==> src/hw/rtl/csub_pkg.sv <==
// Shared types and constants of the cubic B-spline curve subdivider.
package csub_pkg;

   localparam int COORD_WIDTH = 24;
   localparam int QUEUE_DEPTH = 2;
   localparam int QPTR_W      = (QUEUE_DEPTH > 1) ? $clog2(QUEUE_DEPTH) : 1;
   localparam int QCNT_W      = $clog2(QUEUE_DEPTH + 1);

   typedef logic signed [COORD_WIDTH-1:0] coord_type;

   typedef struct packed {
      coord_type point_x;
      coord_type point_y;
      coord_type point_z;
      logic      end_of_curve;
   } req_type;

   typedef struct packed {
      coord_type out_x;
      coord_type out_y;
      coord_type out_z;
      logic      final_point;
   } rsp_type;

   typedef enum logic [1:0] {
      KIND_FIRST,
      KIND_MID,
      KIND_FULL
   } kind_type;

   // One classified request as handed from the front end to the back end.
   typedef struct packed {
      kind_type        kind;
      logic            last;
      coord_type [2:0] p0;
      coord_type [2:0] p1;
      coord_type [2:0] p2;
   } work_type;

endpackage

==> src/hw/rtl/csub_front.sv <==
// Front end: accepts requests, keeps the point history and classifies each request.
module csub_front (
   input  logic              clock,
   input  logic              reset,
   input  logic              req_push,
   output logic              req_full,
   input  csub_pkg::req_type req_data,
   input  logic              q_full,
   output logic              q_push,
   output csub_pkg::work_type q_data
);
   import csub_pkg::*;

   coord_type [2:0] older_ff, older_in;
   coord_type [2:0] newer_ff, newer_in;
   logic [1:0]      seen_ff, seen_in;
   coord_type [2:0] cur;
   logic            accept;

   assign req_full = q_full;
   assign accept   = req_push && !q_full;
   assign q_push   = accept;

   always_comb begin
      cur[0] = req_data.point_x;
      cur[1] = req_data.point_y;
      cur[2] = req_data.point_z;

      q_data.last = req_data.end_of_curve;
      q_data.p0   = older_ff;
      q_data.p1   = newer_ff;
      q_data.p2   = cur;
      case (seen_ff)
         2'd0:    q_data.kind = KIND_FIRST;
         2'd1:    q_data.kind = KIND_MID;
         default: q_data.kind = KIND_FULL;
      endcase

      older_in = older_ff;
      newer_in = newer_ff;
      seen_in  = seen_ff;
      if (accept) begin
         if (req_data.end_of_curve) begin
            older_in = '0;
            newer_in = '0;
            seen_in  = 2'd0;
         end else begin
            older_in = newer_ff;
            newer_in = cur;
            if (seen_ff != 2'd2) begin
               seen_in = seen_ff + 2'd1;
            end
         end
      end
   end

   always_ff @(posedge clock) begin
      if (reset) begin
         older_ff <= '0;
         newer_ff <= '0;
         seen_ff  <= 2'd0;
      end else begin
         older_ff <= older_in;
         newer_ff <= newer_in;
         seen_ff  <= seen_in;
      end
   end

endmodule

==> src/hw/rtl/csub_queue.sv <==
// Short queue of classified requests between the front end and the back end.
module csub_queue (
   input  logic               clock,
   input  logic               reset,
   input  logic               push,
   output logic               full,
   input  csub_pkg::work_type wr_data,
   input  logic               pop,
   output logic               empty,
   output csub_pkg::work_type rd_data
);
   import csub_pkg::*;

   work_type          mem_ff [QUEUE_DEPTH];
   logic [QPTR_W-1:0] wr_ptr_ff, wr_ptr_in;
   logic [QPTR_W-1:0] rd_ptr_ff, rd_ptr_in;
   logic [QCNT_W-1:0] count_ff, count_in;
   logic              do_push;
   logic              do_pop;

   assign full    = (count_ff == QCNT_W'(QUEUE_DEPTH));
   assign empty   = (count_ff == '0);
   assign do_push = push && !full;
   assign do_pop  = pop && !empty;
   assign rd_data = mem_ff[rd_ptr_ff];

   always_comb begin
      wr_ptr_in = wr_ptr_ff;
      rd_ptr_in = rd_ptr_ff;
      count_in  = count_ff;
      if (do_push) begin
         wr_ptr_in = (wr_ptr_ff == QPTR_W'(QUEUE_DEPTH - 1)) ? '0 : wr_ptr_ff + QPTR_W'(1);
      end
      if (do_pop) begin
         rd_ptr_in = (rd_ptr_ff == QPTR_W'(QUEUE_DEPTH - 1)) ? '0 : rd_ptr_ff + QPTR_W'(1);
      end
      if (do_push && !do_pop) begin
         count_in = count_ff + QCNT_W'(1);
      end else if (do_pop && !do_push) begin
         count_in = count_ff - QCNT_W'(1);
      end
   end

   always_ff @(posedge clock) begin
      if (do_push) begin
         mem_ff[wr_ptr_ff] <= wr_data;
      end
   end

   always_ff @(posedge clock) begin
      if (reset) begin
         wr_ptr_ff <= '0;
         rd_ptr_ff <= '0;
         count_ff  <= '0;
      end else begin
         wr_ptr_ff <= wr_ptr_in;
         rd_ptr_ff <= rd_ptr_in;
         count_ff  <= count_in;
      end
   end

endmodule

==> src/hw/rtl/csub_back.sv <==
// Back end: expands each classified request into refined points, one per cycle while the consumer pops them.
module csub_back (
   input  logic               clock,
   input  logic               reset,
   input  logic               q_empty,
   input  csub_pkg::work_type q_data,
   output logic               q_pop,
   output logic               rsp_empty,
   input  logic               rsp_pop,
   output csub_pkg::rsp_type  rsp_data
);
   import csub_pkg::*;

   logic [1:0]      step_ff, step_in;
   logic            valid_ff, valid_in;
   rsp_type         out_ff, out_in;
   logic [1:0]      last_step;
   logic            advance;
   logic            take_cur;
   logic            take_vertex;
   coord_type [2:0] res;
   logic signed [COORD_WIDTH+2:0] vsum [3];
   logic signed [COORD_WIDTH:0]   msum [3];

   assign rsp_empty = !valid_ff;
   assign rsp_data  = out_ff;
   assign advance   = !q_empty && (!valid_ff || rsp_pop);
   assign q_pop     = advance && (step_ff == last_step);

   always_comb begin
      case (q_data.kind)
         KIND_FIRST: last_step = 2'd0;
         KIND_MID:   last_step = {1'b0, q_data.last};
         KIND_FULL:  last_step = q_data.last ? 2'd2 : 2'd1;
         default:    last_step = 2'd0;
      endcase
   end

   // The unchanged point closes a curve; a first point is always passed through.
   assign take_cur    = (step_ff == last_step) &&
                        (q_data.last || (q_data.kind != KIND_MID && q_data.kind != KIND_FULL));
   assign take_vertex = (q_data.kind == KIND_FULL) && (step_ff == 2'd0);

   always_comb begin
      for (int j = 0; j < 3; j++) begin
         vsum[j] = (COORD_WIDTH+3)'($signed(q_data.p0[j]))
                 + ((COORD_WIDTH+3)'($signed(q_data.p1[j])) <<< 2)
                 + ((COORD_WIDTH+3)'($signed(q_data.p1[j])) <<< 1)
                 + (COORD_WIDTH+3)'($signed(q_data.p2[j]));
         msum[j] = (COORD_WIDTH+1)'($signed(q_data.p1[j]))
                 + (COORD_WIDTH+1)'($signed(q_data.p2[j]));
         if (take_cur) begin
            res[j] = q_data.p2[j];
         end else if (take_vertex) begin
            res[j] = vsum[j][COORD_WIDTH+2:3];
         end else begin
            res[j] = msum[j][COORD_WIDTH:1];
         end
      end
   end

   always_comb begin
      step_in  = step_ff;
      valid_in = valid_ff;
      out_in   = out_ff;
      if (valid_ff && rsp_pop) begin
         valid_in = 1'b0;
      end
      if (advance) begin
         valid_in           = 1'b1;
         out_in.out_x       = res[0];
         out_in.out_y       = res[1];
         out_in.out_z       = res[2];
         out_in.final_point = take_cur && q_data.last;
         step_in            = (step_ff == last_step) ? 2'd0 : step_ff + 2'd1;
      end
   end

   always_ff @(posedge clock) begin
      out_ff <= out_in;
   end

   always_ff @(posedge clock) begin
      if (reset) begin
         step_ff  <= 2'd0;
         valid_ff <= 1'b0;
      end else begin
         step_ff  <= step_in;
         valid_ff <= valid_in;
      end
   end

endmodule

==> src/hw/rtl/cubic_bspline_curve_subdivider_core.sv <==
// Top level of the cubic B-spline curve subdivider: front end, work queue and back end.
// One round of uniform cubic B-spline subdivision on a stream of 3D control points.
// A request is accepted in any cycle in which req_full is low; it yields one result
// for the first point of a curve, one (midpoint) for the second, two (vertex point,
// then edge midpoint) for each later point, plus the unchanged point flagged
// final_point on the request marked end_of_curve (a curve of a single point yields
// only that flagged point). Results leave one per cycle from the back end's output
// register while the consumer pops them, so an interior request holds the back end
// for both of its results; the first result of a request passes through its queue
// entry and then the output register. A two-entry queue lets requests keep arriving
// while a result waits to be popped.
module cubic_bspline_curve_subdivider_core (
   input  logic              clock,
   input  logic              reset,
   input  logic              req_push,
   output logic              req_full,
   input  csub_pkg::req_type req_data,
   output logic              rsp_empty,
   input  logic              rsp_pop,
   output csub_pkg::rsp_type rsp_data
);
   import csub_pkg::*;

   logic     q_push;
   logic     q_full;
   logic     q_pop;
   logic     q_empty;
   work_type q_wr_data;
   work_type q_rd_data;

   csub_front u_front (
      .clock    (clock),
      .reset    (reset),
      .req_push (req_push),
      .req_full (req_full),
      .req_data (req_data),
      .q_full   (q_full),
      .q_push   (q_push),
      .q_data   (q_wr_data)
   );

   csub_queue u_queue (
      .clock   (clock),
      .reset   (reset),
      .push    (q_push),
      .full    (q_full),
      .wr_data (q_wr_data),
      .pop     (q_pop),
      .empty   (q_empty),
      .rd_data (q_rd_data)
   );

   csub_back u_back (
      .clock     (clock),
      .reset     (reset),
      .q_empty   (q_empty),
      .q_data    (q_rd_data),
      .q_pop     (q_pop),
      .rsp_empty (rsp_empty),
      .rsp_pop   (rsp_pop),
      .rsp_data  (rsp_data)
   );

endmodule

==> config.mk <==
export PLATFORM = sky130hd
export DESIGN_NAME = cubic_bspline_curve_subdivider_core
export DESIGN_NICKNAME = d
export VERILOG_FILES = /design/src/hw/rtl/csub_pkg.sv /design/src/hw/rtl/csub_front.sv /design/src/hw/rtl/csub_queue.sv /design/src/hw/rtl/csub_back.sv /design/src/hw/rtl/cubic_bspline_curve_subdivider_core.sv
export SDC_FILE = /design/constraint.sdc
export NUM_CORES = 1
export LEC_CHECK = 0
export BUFFER_PORTS_ARGS = -buffer_cell sky130_fd_sc_hd__buf_2
export CAP_MARGIN = 25
export CORE_ASPECT_RATIO = 1.5
export CORE_MARGIN = 2
export CORE_UTILIZATION = 58
export CTS_BUF_LIST = sky130_fd_sc_hd__clkbuf_2 sky130_fd_sc_hd__clkbuf_4 sky130_fd_sc_hd__clkbuf_8
export CTS_CLUSTER_DIAMETER = 200
export CTS_CLUSTER_SIZE = 8
export DETAILED_ROUTE_END_ITERATION = 8
export GPL_TIMING_DRIVEN = 0
export HOLD_SLACK_MARGIN = 0.1
export PLACE_DENSITY = 0.79
export SLEW_MARGIN = 10
export SYNTH_ARGS = -nofsm -noshare
export SYNTH_HDL_FRONTEND = slang
export SYNTH_HIERARCHICAL = 1
export SYNTH_SLANG_ARGS = --single-unit
==> constraint.sdc <==
create_clock -name clock -period 6.4 [get_ports clock]
set_input_delay 0.32 -clock clock [delete_from_list [all_inputs] [get_ports clock]]
set_output_delay 0.32 -clock clock [all_outputs]
set_load 0.01 [all_outputs]
==> out/results.txt <==
status -> finished, final reports clean
Slew HR -> 0.236
Max Transition Viols Final -> 0
WL per Instance -> 21.8 µm
Tightest Pin Transition -> 1150 ps
drt pass-1 iters -> 5
Final Hold Fails -> 0
Synth top area share -> 0.416
Worst-path clk slew -> 60 ps
yosys warns -> 6
number of top-level pins -> 152
CTS tree -> built
Critical Path Most Common Cell -> fa_1
ys async rst share -> 0
worst path bufs/invs -> 3
starting density of the core -> 0.585
CP Max Fanout -> 10
Placed Cells -> 4123
pin count of the biggest net entering global routing -> 92
Syn Nets -> 3529
Post-Syn Area -> 36900 µm²
antenna-violating nets left -> 0
R2R Path End -> u_back/rsp_data[24]
layout cells sized above 1 -> 0.206
most frequent cell after synthesis -> edfxtp_1
Crit path max-delay family -> compound AO/OA/AOI/OAI gates
Skew-Pair Late Insertion Delay -> 740 ps
RD Place Congestion -> 0.940
synth top area cells -> edfxtp_1 (42%), dfxtp_1 (8.4%), fa_1 (8.0%), mux2_2 (6.7%), ha_1 (5.2%)
area of the core -> 63100 µm²
synth cell count leaders -> edfxtp_1 (511), inv_1 (381), a21oi_1 (297)
die span in y -> 313 µm
Post-synth top flop -> edfxtp_1
area grow syn2layout -> 12.8%
CTS Sinks -> 665
# port buffers -> 150
final wirelength -> 95300 µm
CTS resizes -> 0
row cnt -> 113
final worst hold slack -> 198 ps
total vias in the final route -> 25400
worst hold path depth -> 5
WP data required -> 6840 ps
number of hold buffers added after CTS -> 75
total grt overflow -> 0
total of max-cap violations -> 0
FF-to-FF setup slack -> 710 ps
first-pass GRT wire length -> 145000 µm
CTS buffer count -> 93
Fin Clk Skew -> 56.4 ps
WS Path Type -> reg2reg
Final #Nets -> 3864
CP cell instances -> buf_6, buf_6, mux2_2, inv_1, fa_1, fa_1, and4b_1, fa_1, a211oi_1, o21bai_1, a21boi_2, o21ai_2, a31o_1, a21oi_2, o21ai_1, a21oi_2, mux2i_1, nor3_1
CP arrival -> 6130 ps
slowest CP cell -> nor3_1
setup bufs post-CTS -> 0
Die X -> 210 µm
RSZ-0062 raised after global routing -> false
Layout Cells excl Fill -> 4374
H-tree levels -> 3
Final min period -> 5690 ps
number of synthesized flops with an enable pin -> 511
DR DRC count -> 0
die area -> 65600 µm²
antenna violations before repair -> 1
Netlist cell types -> 81
Max Buffers Root-to-Sink -> 3
Hold EP -> u_front/q_data[150]
Yosys reg bits -> 665
Setup violations, final -> 0
vias in the first global route -> 26200
fmax -> 0.176 GHz
crit-path max cell delay -> 500 ps
Syn Area/Cell -> 11.7 µm²
hold path start -> req_push
Worst setup SP type -> flip-flop
HP Class -> in2reg
sequential-to-total area share from yosys stat -> 0.500
Detail Placement HPWL -> 69700 µm
Tcrit/Tclk final -> 0.889
Via density -> 5.81
GRT Total Usage -> 0.292
Iter 0 DRT Violations -> 2035
Post-Syn Instances -> 3153
Synth area leader -> edfxtp_1
R2R cell count -> 18
clock tree root buffer cell -> clkbuf_8
crit end category -> flip-flop
==> placed cells by master, fill, tap and decap left out, types with 17 or more instances in the layout <==
cell,count
clkbuf_8,93
nor3_1,18
a31oi_1,17
xor2_1,46
a21oi_1,297
nand2b_1,17
edfxtp_1,511
inv_1,379
mux2_2,219
xnor2_1,77
nand3_1,31
dlygate4sd3_1,75
clkbuf_4,73
ha_1,152
o21ai_0,77
fa_1,147
dfxtp_1,154
nand2_1,240
nor2_1,101
a211oi_1,36
a21o_1,76
buf_4,79
clkbuf_1,60
buf_6,38
buf_2,169
nand3b_1,145
==> cell type report <==
| class | count | area [µm²] |
|---|---|---|
| clock inverters | 8 | 71.3 |
| repair buffers | 240 | 1790 |
| well taps | 805 | 1010 |
| fillers | 4759 | 21500 |
| multi-input cells | 1911 | 15700 |
| diodes | 2 | 5.00 |
| clock buffers | 166 | 1830 |
| flip-flops and latches | 665 | 18400 |
| inverters | 382 | 1440 |
| plain buffers | 195 | 1310 |
==> per-layer routing <==
layer	wire, µm	GRT usage
met1	35700	0.341
met5	0	0
met4	6710	0.191
met2	47000	0.503
met3	5890	0.0436
==> per-stage QoR <==
| step | cell area, µm² | util | setup WS (ps) | setup TNS, ps |
|---|---|---|---|---|
| 2_1_floorplan | 36900 | - | 220 | 0 |
| 3_3_place_gp | 38600 | 0.612 | -2830 | -613910 |
| 3_5_place_dp | 38900 | 0.617 | 831 | 0 |
| 4_1_cts | 41600 | 0.659 | 801 | 0 |
| 5_1_grt | 41600 | 0.659 | 524 | 0 |
| 6_report | 41600 | 0.659 | 708 | 0 |
==> registers in the layout, indices dropped and copies added, names as in the netlist, named ones only <==
signal             cells
u_front/q_data       144
u_back/rsp_data       73
u_front/seen_ff        2
u_queue/rd_ptr_ff      1
u_queue/wr_ptr_ff      1
u_queue/count_ff       2
u_back/step_ff         2
u_back/valid_ff        1
u_queue/mem_ff       438
==> cell families after synthesis <==
group | share of synthesized area
flops | 0.500
compound gates | 0.108
simple gates | 0.0880
buf+inv | 0.0744
fa+ha+maj | 0.131
mux | 0.0685
xor+xnor | 0.0292
==> worst max-delay path by stage <==
stage	to	depth (start not counted)	slack (ps)
2_1_floorplan	u_queue/mem_ff[0][0]	8	220
3_3_place_gp	u_queue/mem_ff[0][40]	8	-2830
3_5_place_dp	u_back/rsp_data[24]	18	830
4_1_cts	u_back/rsp_data[24]	18	800
5_1_grt	u_back/rsp_data[24]	18	520
6_report	u_back/rsp_data[24]	18	710
==> worst reg2reg max path: stages, from the launching register on <==
cell and delay (ps):
dfxtp_1 380, buf_6 230, buf_6 250, mux2_2 410, inv_1 180, fa_1 480, fa_1 490, and4b_1 240
fa_1 480, a211oi_1 290, o21bai_1 200, a21boi_2 230, o21ai_2 100, a31o_1 310, a21oi_2 210, o21ai_1 140
a21oi_2 190, mux2i_1 110, nor3_1 500
Power is not shown: default switching activity piles up to over one toggle a cycle in this logic, so the estimate is an artifact.
